==> src/rtl/deam_pkg.sv <==
`default_nettype none

package deam_pkg;

    localparam int unsigned LIMIT_W   = 17;
    localparam int unsigned COUNT_W   = 16;
    localparam int unsigned TEMP_W    = 12;
    localparam int unsigned WORD_W    = 32;
    localparam int unsigned KIND_W    = 2;
    localparam int unsigned IN_DATA_W = 128;
    localparam int unsigned OUT_DATA_W = 144;

    localparam logic [LIMIT_W-1:0] LIMIT_RESET = 17'd1800;

    localparam logic [KIND_W-1:0] ALERT_OPEN   = 2'd0;
    localparam logic [KIND_W-1:0] ALERT_CLOSED = 2'd1;
    localparam logic [KIND_W-1:0] ALERT_LONG   = 2'd2;
    localparam logic [KIND_W-1:0] ALERT_BAD    = 2'd3;

    typedef enum logic [1:0] {
        PEND_NONE  = 2'd0,
        PEND_OPEN  = 2'd1,
        PEND_CLOSE = 2'd2,
        PEND_LONG  = 2'd3
    } t_pend;

    typedef struct packed {
        logic                     door_is_open;
        logic [WORD_W-1:0]        now_seconds;
        logic signed [TEMP_W-1:0] probe1_temp;
        logic signed [TEMP_W-1:0] probe2_temp;
        logic [WORD_W-1:0]        latitude_word;
        logic [WORD_W-1:0]        longitude_word;
        logic                     enqueue_ok;
        logic                     sync_ok;
    } t_in;

    typedef struct packed {
        logic               door_latched_open;
        logic [WORD_W-1:0]  opened_at;
        logic               long_alert_done;
        logic [COUNT_W-1:0] opening_count;
        t_pend              pending_kind;
        logic [WORD_W-1:0]  pending_open_sec;
        logic [WORD_W-1:0]  pending_lat;
        logic [WORD_W-1:0]  pending_lon;
        logic               pending_enqueued;
    } t_state;

    typedef struct packed {
        logic [KIND_W-1:0]        alert_kind;
        logic                     alert_door_flag;
        logic [WORD_W-1:0]        open_seconds;
        logic [WORD_W-1:0]        alert_latitude;
        logic [WORD_W-1:0]        alert_longitude;
        logic signed [TEMP_W-1:0] alert_temp1;
        logic signed [TEMP_W-1:0] alert_temp2;
        logic                     note_added;
        logic                     delivered;
        logic [COUNT_W-1:0]       open_event_count;
        logic                     last_of_item;
    } t_result;

    typedef struct packed {
        logic any;
        logic two;
    } t_emit;

    function automatic t_result f_attempt(
        input t_pend              pend,
        input logic               enq_done,
        input logic [WORD_W-1:0]  osec,
        input logic [WORD_W-1:0]  lat,
        input logic [WORD_W-1:0]  lon,
        input t_in                it,
        input logic [COUNT_W-1:0] cnt
    );
        t_result r;
        r = '0;
        unique case (pend) inside
            PEND_NONE,
            PEND_OPEN:  r.alert_kind = ALERT_OPEN;
            PEND_CLOSE: r.alert_kind = ALERT_CLOSED;
            PEND_LONG:  r.alert_kind = ALERT_LONG;
            default:    r.alert_kind = ALERT_OPEN;
        endcase
        r.alert_door_flag  = (pend != PEND_CLOSE);
        r.open_seconds     = osec;
        r.alert_latitude   = lat;
        r.alert_longitude  = lon;
        r.alert_temp1      = it.probe1_temp;
        r.alert_temp2      = it.probe2_temp;
        r.note_added       = !enq_done && it.enqueue_ok;
        r.delivered        = (enq_done || it.enqueue_ok) && it.sync_ok;
        r.open_event_count = cnt;
        r.last_of_item     = 1'b0;
        return r;
    endfunction

endpackage

`default_nettype wire

==> src/rtl/deam_step.sv <==
`default_nettype none

module deam_step (
    input  deam_pkg::t_state                  i_state,
    input  deam_pkg::t_in                     i_item,
    input  logic [deam_pkg::LIMIT_W-1:0]      i_limit,
    output deam_pkg::t_state                  o_state,
    output deam_pkg::t_result                 o_res0,
    output deam_pkg::t_result                 o_res1,
    output deam_pkg::t_emit                   o_emit
);

    deam_pkg::t_state  s;
    deam_pkg::t_result ra;
    deam_pkg::t_result rb;
    logic [deam_pkg::WORD_W-1:0] dur;
    logic retry_hit;
    logic event_hit;

    assign dur = (i_item.now_seconds > i_state.opened_at) ?
                 (i_item.now_seconds - i_state.opened_at) : '0;

    always_comb begin
        s         = i_state;
        ra        = '0;
        rb        = '0;
        retry_hit = 1'b0;
        event_hit = 1'b0;

        // retry the latched alert first
        if (s.pending_kind != deam_pkg::PEND_NONE) begin
            retry_hit = 1'b1;
            ra = deam_pkg::f_attempt(s.pending_kind, s.pending_enqueued, s.pending_open_sec,
                                     s.pending_lat, s.pending_lon, i_item, s.opening_count);
            s.pending_enqueued = s.pending_enqueued | ra.note_added;
            if (ra.delivered) begin
                if (s.pending_kind == deam_pkg::PEND_LONG) begin
                    s.long_alert_done = 1'b1;
                end
                s.pending_kind = deam_pkg::PEND_NONE;
            end
        end

        if (i_item.door_is_open && !s.door_latched_open) begin
            event_hit           = 1'b1;
            s.door_latched_open = 1'b1;
            s.opened_at         = i_item.now_seconds;
            s.long_alert_done   = 1'b0;
            s.opening_count     = s.opening_count + 1'b1;
            s.pending_open_sec  = '0;
            s.pending_kind      = deam_pkg::PEND_OPEN;
        end else if (!i_item.door_is_open && s.door_latched_open) begin
            event_hit           = 1'b1;
            s.door_latched_open = 1'b0;
            s.pending_open_sec  = dur;
            s.pending_kind      = deam_pkg::PEND_CLOSE;
        end else if (i_item.door_is_open && s.door_latched_open && !s.long_alert_done &&
                     s.pending_kind == deam_pkg::PEND_NONE &&
                     dur >= {{(deam_pkg::WORD_W-deam_pkg::LIMIT_W){1'b0}}, i_limit}) begin
            event_hit          = 1'b1;
            s.pending_open_sec = dur;
            s.pending_kind     = deam_pkg::PEND_LONG;
        end

        if (event_hit) begin
            s.pending_lat = i_item.latitude_word;
            s.pending_lon = i_item.longitude_word;
            rb = deam_pkg::f_attempt(s.pending_kind, 1'b0, s.pending_open_sec,
                                     s.pending_lat, s.pending_lon, i_item, s.opening_count);
            s.pending_enqueued = rb.note_added;
            if (rb.delivered) begin
                if (s.pending_kind == deam_pkg::PEND_LONG) begin
                    s.long_alert_done = 1'b1;
                end
                s.pending_kind = deam_pkg::PEND_NONE;
            end
        end

        o_state  = s;
        o_emit.any = retry_hit || event_hit;
        o_emit.two = retry_hit && event_hit;
        if (retry_hit) begin
            o_res0 = ra;
            o_res1 = rb;
        end else begin
            o_res0 = rb;
            o_res1 = rb;
        end
        o_res0.last_of_item = !(retry_hit && event_hit);
        o_res1.last_of_item = 1'b1;
    end

endmodule

`default_nettype wire

==> src/rtl/door_event_alert_monitor_core.sv <==
// channel   | direction | handshake                       | payload
// ----------+-----------+---------------------------------+------------------------------------
// s_axis    | in        | i_s_axis_tvalid/o_s_axis_tready | tdata: door, time, temps, location,
//           |           |                                 |        enqueue_ok, sync_ok
// m_axis    | out       | o_m_axis_tvalid/i_m_axis_tready | tdata: alert fields; tuser: kind;
//           |           |                                 | tlast: last result of the item
// cfg       | in        | i_cfg_we                        | i_cfg_wdata: long-open limit (s)
//
// An item with two results keeps the next item from being processed until both of its beats
// drain, as the single result register pair drains one beat per cycle while i_m_axis_tready is
// high. An accepted item passes the input register, then the result register, before its first
// beat. Reset is synchronous, active low, and clears all alert state and sets the limit to
// 1800 s. A stalled output holds its beat while the input register still takes one more item.
`default_nettype none

module door_event_alert_monitor_core (
    input  logic                                  i_clk,
    input  logic                                  i_rst_n,
    input  logic                                  i_s_axis_tvalid,
    output logic                                  o_s_axis_tready,
    // door_is_open, now_seconds, probe1_temp, probe2_temp, latitude_word,
    // longitude_word, enqueue_ok, sync_ok, zero fill
    input  logic [deam_pkg::IN_DATA_W-1:0]        i_s_axis_tdata,
    output logic                                  o_m_axis_tvalid,
    input  logic                                  i_m_axis_tready,
    // alert_door_flag, open_seconds, alert_latitude, alert_longitude, alert_temp1,
    // alert_temp2, note_added, delivered, open_event_count, zero fill
    output logic [deam_pkg::OUT_DATA_W-1:0]       o_m_axis_tdata,
    // alert_kind
    output logic [deam_pkg::KIND_W-1:0]           o_m_axis_tuser,
    output logic                                  o_m_axis_tlast,
    input  logic                                  i_cfg_we,
    input  logic [deam_pkg::LIMIT_W-1:0]          i_cfg_wdata
);

    deam_pkg::t_in     in_item;
    deam_pkg::t_in     r_in;
    logic              r_in_valid;
    deam_pkg::t_state  r_state;
    deam_pkg::t_state  n_state;
    deam_pkg::t_result r_res0;
    deam_pkg::t_result r_res1;
    deam_pkg::t_result n_res0;
    deam_pkg::t_result n_res1;
    deam_pkg::t_result out_res;
    deam_pkg::t_emit   emit;
    logic              r_out_valid;
    logic              r_second;
    logic              r_two;
    logic [deam_pkg::LIMIT_W-1:0] r_limit;
    logic              in_fire;
    logic              out_last;
    logic              out_free;
    logic              proc;

    assign in_item.door_is_open   = i_s_axis_tdata[0];
    assign in_item.now_seconds    = i_s_axis_tdata[32:1];
    assign in_item.probe1_temp    = i_s_axis_tdata[44:33];
    assign in_item.probe2_temp    = i_s_axis_tdata[56:45];
    assign in_item.latitude_word  = i_s_axis_tdata[88:57];
    assign in_item.longitude_word = i_s_axis_tdata[120:89];
    assign in_item.enqueue_ok     = i_s_axis_tdata[121];
    assign in_item.sync_ok        = i_s_axis_tdata[122];

    assign out_last        = !r_two || r_second;
    assign out_free        = !r_out_valid || (i_m_axis_tready && out_last);
    assign proc            = r_in_valid && out_free;
    assign o_s_axis_tready = !r_in_valid || proc;
    assign in_fire         = i_s_axis_tvalid && o_s_axis_tready;

    deam_step u_step (
        .i_state (r_state),
        .i_item  (r_in),
        .i_limit (r_limit),
        .o_state (n_state),
        .o_res0  (n_res0),
        .o_res1  (n_res1),
        .o_emit  (emit)
    );

    always_ff @(posedge i_clk) begin
        if (in_fire) begin
            r_in <= in_item;
        end
        if (proc) begin
            r_res0 <= n_res0;
            r_res1 <= n_res1;
        end
    end

    always_ff @(posedge i_clk) begin
        if (!i_rst_n) begin
            r_in_valid  <= 1'b0;
            r_out_valid <= 1'b0;
            r_second    <= 1'b0;
            r_two       <= 1'b0;
            r_limit     <= deam_pkg::LIMIT_RESET;
            r_state     <= '0;
        end else begin
            if (i_cfg_we) begin
                r_limit <= i_cfg_wdata;
            end
            if (in_fire) begin
                r_in_valid <= 1'b1;
            end else if (proc) begin
                r_in_valid <= 1'b0;
            end
            if (proc) begin
                r_state     <= n_state;
                r_out_valid <= emit.any;
                r_two       <= emit.two;
                r_second    <= 1'b0;
            end else if (r_out_valid && i_m_axis_tready) begin
                // advance to the second beat or drop the pair
                if (out_last) begin
                    r_out_valid <= 1'b0;
                end else begin
                    r_second <= 1'b1;
                end
            end
        end
    end

    assign out_res = r_second ? r_res1 : r_res0;

    assign o_m_axis_tvalid = r_out_valid;
    assign o_m_axis_tuser  = out_res.alert_kind;
    assign o_m_axis_tlast  = out_last;
    assign o_m_axis_tdata  = {5'b0,
                              out_res.open_event_count,
                              out_res.delivered,
                              out_res.note_added,
                              out_res.alert_temp2,
                              out_res.alert_temp1,
                              out_res.alert_longitude,
                              out_res.alert_latitude,
                              out_res.open_seconds,
                              out_res.alert_door_flag};

endmodule

`default_nettype wire

==> config.mk <==
export PLATFORM = sky130hd
export DESIGN_NAME = door_event_alert_monitor_core
export DESIGN_NICKNAME = d
export VERILOG_FILES = /design/src/rtl/deam_pkg.sv /design/src/rtl/deam_step.sv /design/src/rtl/door_event_alert_monitor_core.sv
export SDC_FILE = /design/constraint.sdc
export NUM_CORES = 1
export LEC_CHECK = 0
export ABC_AREA = 1
export BUFFER_PORTS_ARGS = -buffer_cell sky130_fd_sc_hd__buf_2
export CAP_MARGIN = 20
export CORE_MARGIN = 2
export CORE_UTILIZATION = 45
export DETAILED_ROUTE_END_ITERATION = 10
export PLACE_DENSITY_LB_ADDON = 0.2
export SETUP_SLACK_MARGIN = 0.3
export SLEW_MARGIN = 20
export SYNTH_ARGS = -nofsm -noshare
export SYNTH_HDL_FRONTEND = slang
export SYNTH_HIERARCHICAL = 1
export SYNTH_SLANG_ARGS = --single-unit
==> constraint.sdc <==
create_clock -name i_clk -period 14.3 [get_ports i_clk]
set_input_delay 2.145 -clock i_clk [delete_from_list [all_inputs] [get_ports i_clk]]
set_output_delay 2.145 -clock i_clk [all_outputs]
set_load 0.05 [all_outputs]
# Word level (Yosys, flattened, before mapping)
# Cells that the tools add are included.
# op_classes
n_bitwise	3
add_sub_neg	2
reduce_logical	41
magnitude_cmp	2
n_eq_ne	6
mux	34
# ops
cell	n
2-to-1 mux 142 bit	4
2-to-1 mux 34 bit	3
greater-or-equal comparator 32 x 17 -> 1 bit	1
> comparator 32 bit	1
2-to-1 mux 32 bit	1
subtractor 32 bit	1
2-to-1 mux 1 bit	19
2-to-1 mux 17 bit	1
adder 16 x 1 -> 16 bit, second input constant	1
logical AND 1 bit	14
AND reduction 2 bit	6
nonzero test 2 bit	6
== test 2 bit, second input constant	4
zero test 1 bit	8
2-to-1 mux 2 bit	4
one-hot mux 2 bit (2 select lines)	2
logical OR 1 bit	5
!= test 2 bit, second input constant	2
zero test 2 bit	1
NOT 1 bit	2
OR reduction 2 bit	1
bitwise OR 1 bit	1
# word_totals
ff_bits	576
out_inout_bits	149
word_cells	131
inputBits	150

# Depth between registers and ports, before layout
# Gate-level depths: netlist of run 1.
# logic_depth
depth_word	15
ltp_mapped	42
ltp_nobuf	39

# Cells and area by module
# The synthesis of run 1 kept the hierarchy.
# modules_own_cells
mod	area_per_inst_um2	instances	cells_per_inst
door_event_alert_monitor_core	21312.9	1	1945
deam_step	8276.7	1	1727

# Worst setup path before layout of run 1
# Ideal clock, no wire load.
# synth_timing
kind	input port to flip-flop
start	input i_m_axis_tready
end	register r_res0[100] (netlist name), enable pin
path_buffers	0
required_time_ns	13.367
cell_stages	2
slack_ns	-0.601
t_arrival_ns	13.967
cell_sequence	a21boi_0 -> nor2_1
# synth_between
elab_chain_len	3
# synth_lines
element	line_no	source
start, declared	door_event_alert_monitor_core.sv:25	input logic i_m_axis_tready,
logical AND 1 bit	door_event_alert_monitor_core.sv:66	assign out_free = !r_out_valid || (i_m_axis_tready && out_last);
logical OR 1 bit	door_event_alert_monitor_core.sv:66	
logical AND 1 bit	door_event_alert_monitor_core.sv:67	assign proc = r_in_valid && out_free;
net proc	door_event_alert_monitor_core.sv:54	logic proc;
end signal, assigned	door_event_alert_monitor_core.sv:86	r_res0 <= n_res0;
end, declared	door_event_alert_monitor_core.sv:41	deam_pkg::t_result r_res0;
# The timed path passes the listed nets, and every way through them passes these cells.
# A chain may end at the register's enable or synchronous reset.

# Worst setup path after layout of run 1
# layout_timing
start	register r_in[114] (netlist name)
end	register r_state[57] (netlist name)
# layout_between
elab_chain_len	8
word_cells_on_any_way	9
classes_between	add/sub: 1; order compare: 2; mux: 4; reduce/logical: 2
# layout_lines
element	line_no	source
start, declared	door_event_alert_monitor_core.sv:37	deam_pkg::t_in r_in;
start signal, assigned	door_event_alert_monitor_core.sv:83	r_in <= in_item;
subtractor 32 bit / > comparator 32 bit (equally long branches)	deam_step.sv:21, deam_step.sv:20	
2-to-1 mux 32 bit *	deam_step.sv:20	assign dur = (i_item.now_seconds > i_state.opened_at) ?
greater-or-equal comparator 32 x 17 -> 1 bit *	deam_step.sv:59	dur >= {{(deam_pkg::WORD_W-deam_pkg::LIMIT_W){1'b0}}, i_limit}) begin
logical AND 1 bit *	deam_step.sv:58	s.pending_kind == deam_pkg::PEND_NONE &&
2-to-1 mux 1 bit *	deam_step.sv:57	end else if (i_item.door_is_open && s.door_latched_open && !s.long_alert_done &&
2-to-1 mux 1 bit *	deam_step.sv:52	end else if (!i_item.door_is_open && s.door_latched_open) begin
2-to-1 mux 1 bit *	deam_step.sv:44	if (i_item.door_is_open && !s.door_latched_open) begin
AND reduction 2 bit (no line) *	--	
end signal, assigned	door_event_alert_monitor_core.sv:109	r_state <= n_state;
end, declared	door_event_alert_monitor_core.sv:39	deam_pkg::t_state r_state;
# Every way passes the cells marked *; elsewhere a longest branch is shown, timed or not.

==> results.ini, run 1 <==
[cts]
numCtsBuffers=61
clk_path_buf_depth=3
cts_tree=built
h-tree-depth=2
cts_setup_buffers=0
clockRootBuffer=clkbuf_16
hold_buffers=0
clock_sinks=575
cts_resized=0
clock_latency_ns=0.64
clkTransAtPathRegs_ns=0.06

[worst_setup_path]
cp.depth=32
rr_startpoint=r_in[114]
slowest_delay_ns=0.61
start_kind=register
end_kind=register
worstPathArrival_ns=7.38
path_class=reg -> reg
timing.critical_path.mode_cell=nand2_1
worstReg2RegEnd=r_state[57]
cp.required_ns=14.88
r2r_setup_slack_ns=7.50
crit_family=simple AND/OR/NAND/NOR gates
endpoint=r_state[57]
crit_slowest_cell=buf_12
path_max_fanout=110
crit_buf_inv=5
critPathLaunch=r_in[114]
reg2regPathDepth=32

[worst_hold_path]
worstHoldPathCells=2
hp-class=reg -> reg

[drt]
first_pass_iters=5
drcViolationCount=0
vias=23200
wl_um=70900
drt_iter0_drc=1683
ant_nets=0
vias_per_cell=4.89
wl_per_cell_um=14.9

[floorplanning]
die_x_um=260
rows=93
initial_core_util_pct=45.7
die_height_um=260
coreArea_um2=64700
io-pin-count=299
die-area_um2=67800

[timing]
finalHoldViolations=0
skew_ns=0.0165
setup_viol_count_final=0
post-route-period-util_pct=47.5
rsz0062_at_grt=false
period_minus_slack_ns=6.80
relSlewSlack_pct=25.2
clock.fmax_ghz=0.147
setup_tns_ns=0
maxSlewViolCount=0
worst_slew_pin_slew_ns=1.12

[placed_design]
routabilityCongestion=0.965
dp_hpwl_um=43700
portBuffers=288

[finish]
diodes=0
area.sequential_um2=15600
drive_above_1_share_pct=12.6
layout_commonest_cell=nand2_1
multi_input_area_um2=10700
layout.nets=4043
area_growth_pct=12.9
final_cell_mix=nand2_1, inv_1, edfxtp_1
nFillCells=6338

[pwr]
p_total_mw=4.34
powerDensity_nw_per_um2=130
ir_drop_uv=103
leakagePower_nw=15.4

[synth]
yosys_warnings=6
syn_inst=3669
synth_area_um2=29600
synth.avg_cell_area_um2=8.06

[grt]
grt_usage_pct=20.5
grt.overflow.total=0
grt_max_degree=183
grt_pass1_vias=20700
antenna_found_initial=2
grt_pass1_wl_um=111000

[run]
cap_violations=0

[outcome]
status=finished clean

area by class of cell:
type                    count  share of cell area, %
clock buffers              77                   4.87
clock inverters            37                   1.41
inverters                 610                   6.88
multi-input cells        2284                   32.0
flip-flops and latches    575                   46.6
well taps                 855                   3.20
repair buffers            310                   4.94
tightest hold or removal path, delay by kind of cell, from the launching register on:
kind	cells	cell delay, ns
flip-flops	1	0.32
AND/OR/NAND/NOR	2	0.10
per-layer routing:
| layer | track usage, % | routed length (um) | vias to the layer above |
|---|---|---|---|
| li1 | - | - | 11900 |
| met1 | 28.8 | 33000 | 10700 |
| met2 | 33.5 | 32600 | 532 |
| met3 | 3.07 | 3910 | 78 |
| met4 | 4.81 | 1350 | 2 |
| met5 | 0 | 13 | - |
power breakdown:
part | internal, mW | leakage, nW | switching, mW | total [mW]
clock | 0.985 | 1.02 | 0.671 | 1.66
sequential | 1.90 | 5.35 | 0.0437 | 1.95
combinational | 0.213 | 9.07 | 0.528 | 0.742
total | 3.10 | 15.4 | 1.24 | 4.34
state kept, by name, summed over array words and instances (netlist names):
signal / count
r_limit: 17
r_res0: 141
r_two: 1
r_second: 1
r_in_valid: 1
o_m_axis_tvalid: 1
r_res1: 141
r_in: 123
r_state: 149
stage by stage:
| stage | std cells | instance area, um2 | hold WS [ns] | setup slack, ns | util [%] |
|---|---|---|---|---|---|
| 3_5_place_dp | 4634 | 31300 | 0.443 | 7.57 | 48.4 |
| 2_1_floorplan | 3673 | 29600 | 0.429 | 4.18 | - |
| 4_1_cts | 4748 | 33400 | 0.460 | 7.54 | 51.6 |
| 6_report | 4748 | 33400 | 0.456 | 7.50 | 51.6 |
| 5_1_grt | 4748 | 33400 | 0.486 | 7.00 | 51.6 |
| 3_3_place_gp | 4634 | 31300 | 0.445 | 7.59 | 48.4 |
worst min-delay path by stage:
stage	start	end	slack [ns]
global route	r_limit[9]	r_limit[9]	0.49
CTS	r_limit[9]	r_limit[9]	0.46
finish	r_limit[8]	r_limit[8]	0.46
detailed placement	r_limit[9]	r_limit[9]	0.44
floorplan	r_limit[10]	r_limit[10]	0.43
global placement	r_limit[10]	r_limit[10]	0.45
No activity file was read; power rests on OpenSTA's default activity.
==> inputs of run 2 (changes only) <==
==> constraint.sdc (replaced) <==
create_clock -name i_clk -period 5.8 [get_ports i_clk]
set_input_delay 0.87 -clock i_clk [delete_from_list [all_inputs] [get_ports i_clk]]
set_output_delay 0.87 -clock i_clk [all_outputs]
set_load 0.05 [all_outputs]
==> run 2 against run 1 <==
Routed wire length up 1.3%; combinational power grew to 2.6 times the previous value; clock power rose to 2.5 times the previous value; sequential cell count is the same; fmax rose by 34%; design area is 1.6% higher; clock-buffer cell count rose by 31; sequential power rose by 150%; sequential share of layout area down 0.73 points; final cell count increased by 0.82%; via count up 0.58%; non-clock buffer count up 30; critical endpoint is now r_state[36].
==> results.ini, run 2 (synthesis results as in run 1) <==
[timing]
skew_ns=0.0240  ; +0.00744 ns
clock.fmax_ghz=0.198  ; +34%
maxSlewViolCount=0  ; unchanged
layout_setup_ws_ns=0.744  ; -6.76 ns
finalHoldViolations=0  ; unchanged
relSlewSlack_pct=27.3  ; +2.0 points
post-route-period-util_pct=87.2  ; +40 points
setup_tns_ns=0  ; unchanged
period_minus_slack_ns=5.06  ; -1.74 ns
setup_viol_count_final=0  ; unchanged
rsz0062_at_grt=false
worst_slew_pin_slew_ns=1.09  ; -0.0305 ns

[worst_setup_path]
critPathLaunch=r_in[96]
crit_buf_inv=3  ; -2
worstPathArrival_ns=5.54  ; -1.84 ns
crit_slowest_cell=ha_1
worstReg2RegEnd=r_state[36]
slowest_delay_ns=0.43  ; -0.18 ns
cp.required_ns=6.28  ; -8.60 ns
crit_family=simple AND/OR/NAND/NOR gates
rr_startpoint=r_in[96]
timing.critical_path.mode_cell=nand2_1
start_kind=register
end_kind=register
path_max_fanout=35  ; -68%
reg2regPathDepth=33  ; +3.1%
r2r_setup_slack_ns=0.74  ; -6.76 ns
path_class=reg -> reg

[finish]
largest_reg_flops=149  ; unchanged
layout.nets=4078  ; +0.87%
fin_util_pct=52.4  ; +0.82 points
layout_commonest_cell=nand2_1
top_regs=r_state x149, r_res0 x141, r_res1 x141
drive_above_1_share_pct=13.5  ; +0.92 points
top_register=r_state
final_cell_mix=nand2_1, inv_1, edfxtp_1
area_growth_pct=14.7
stdcell_area_um2=33900  ; +1.6%

[cts]
clockRootBuffer=clkbuf_16
clock_sinks=575  ; unchanged
clock_latency_ns=0.61  ; -0.03 ns
clkTransAtPathRegs_ns=0.06  ; about the same
clk_path_buf_depth=3  ; unchanged
numCtsBuffers=66  ; +8.2%
cts_tree=built
h-tree-depth=3  ; +1

[drt]
vias=23400  ; +0.58%
ant_nets=0  ; unchanged
drcViolationCount=0  ; unchanged
drt_iter0_drc=1786  ; +6.1%
vias_per_cell=4.88  ; -0.24%
wl_per_cell_um=15.0  ; +0.50%
first_pass_iters=5  ; unchanged
wl_um=71800  ; +1.3%

[pwr]
p_total_mw=10.9  ; +150%
p_sw_mw=3.10  ; +150%
powerDensity_nw_per_um2=322  ; +150%
ir_drop_uv=249  ; +140%
p_clk_share_pct=38.7  ; +0.6 points
pwr-share-comb_pct=17.4  ; +0.3 points
p_int_mw=7.83  ; +150%
seq_power_share_pct=43.9  ; -0.9 points
power.share.switching_pct=28.3  ; -0.27 points
leakagePower_nw=15.7  ; +1.7%

[grt]
grt_usage_pct=21.0  ; +0.44 points
grt_pass1_vias=20900  ; +0.72%
grt_max_degree=227  ; +24%
grt_pass1_wl_um=113000  ; +1.5%
antenna_found_initial=0  ; -2
grt.overflow.total=0  ; unchanged

[worst_hold_path]
worstHoldPathCells=1  ; -1
hp-class=in -> reg
hp-start=i_s_axis_tdata[8]
hold-path-endpoint=r_in[97]

[floorplanning]
die_height_um=260  ; unchanged
die_x_um=260  ; unchanged
coreArea_um2=64700  ; unchanged
rows=93  ; unchanged
initial_core_util_pct=45.7  ; unchanged
die-area_um2=67800  ; unchanged
io-pin-count=299  ; unchanged

[placed_design]
place_area_um2=31600  ; +1.0%
portBuffers=288  ; unchanged
pre_cts_slack_ns=0.412  ; -7.16 ns
routabilityCongestion=0.930  ; -3.6%
dp_hpwl_um=45200  ; +3.6%

[outcome]
status=finished clean

[run]
cap_violations=0  ; unchanged

==> run 2: cell types whose count changed in the layout (fill, tap and decap cells not counted), sizes merged <==
cell / delta
clkinv: -15
clkbuf: +31
clkinvlp: -2
buf: +30
bufinv: -6
diode: +1
==> run 2: metrics by stage <==
step,cells,hold WS (ns)
floorplan,3673,0.429
global placement,4661,0.446
detailed placement,4661,0.450
CTS,4783,0.388
global route,4786,0.405
finish,4787,0.435
==> run 2: worst max-delay path by stage <==
stage | slack [ns] | endpoint | depth (start not counted)
after floorplan | 0.26 | r_res0[100] | 2
after global placement | 0.42 | r_state[47] | 31
after detailed placement | 0.41 | r_state[53] | 31
after CTS | 0.34 | r_state[36] | 31
after global routing | 0.32 | r_state[36] | 36
final | 0.74 | r_state[36] | 33
==> run 2: power groups by stage <==
stage / clock network [mW] / registers [mW] / logic [mW]
after floorplan: 0 / 4.87 / 1.39
after global placement: 0 / 4.88 / 1.87
after detailed placement: 0 / 4.88 / 1.89
after CTS: 4.34 / 4.80 / 1.89
after global routing: 4.48 / 4.82 / 2.13
final: 4.23 / 4.80 / 1.90
==> run 2: layout make-up <==
| type | instances | area (um2) |
|---|---|---|
| clock inverters | 14 | 213 |
| clock buffers | 108 | 2010 |
| well taps | 855 | 1070 |
| flip-flops and latches | 575 | 15600 |
| fillers | 6185 | 30800 |
| repair buffers | 340 | 2020 |
| multi-input cells | 2284 | 10700 |
| diodes | 1 | 2.50 |
| inverters | 610 | 2300 |
==> run 2: routing by layer <==
layer	vias to the layer above	global-route usage, %	wire length (um)
met3	115	2.94	3730
met2	537	34.0	32800
met1	10700	29.3	33500
met5	-	0	0
li1	12000	-	-
met4	0	6.08	1840
==> run 2: repair_timing <==
item	CTS	global route
hold endpoints to repair	0	0
hold buffers	0	0
endpoints found under the setup margin	0	281
setup buffers	0	2
resized for setup	0	7
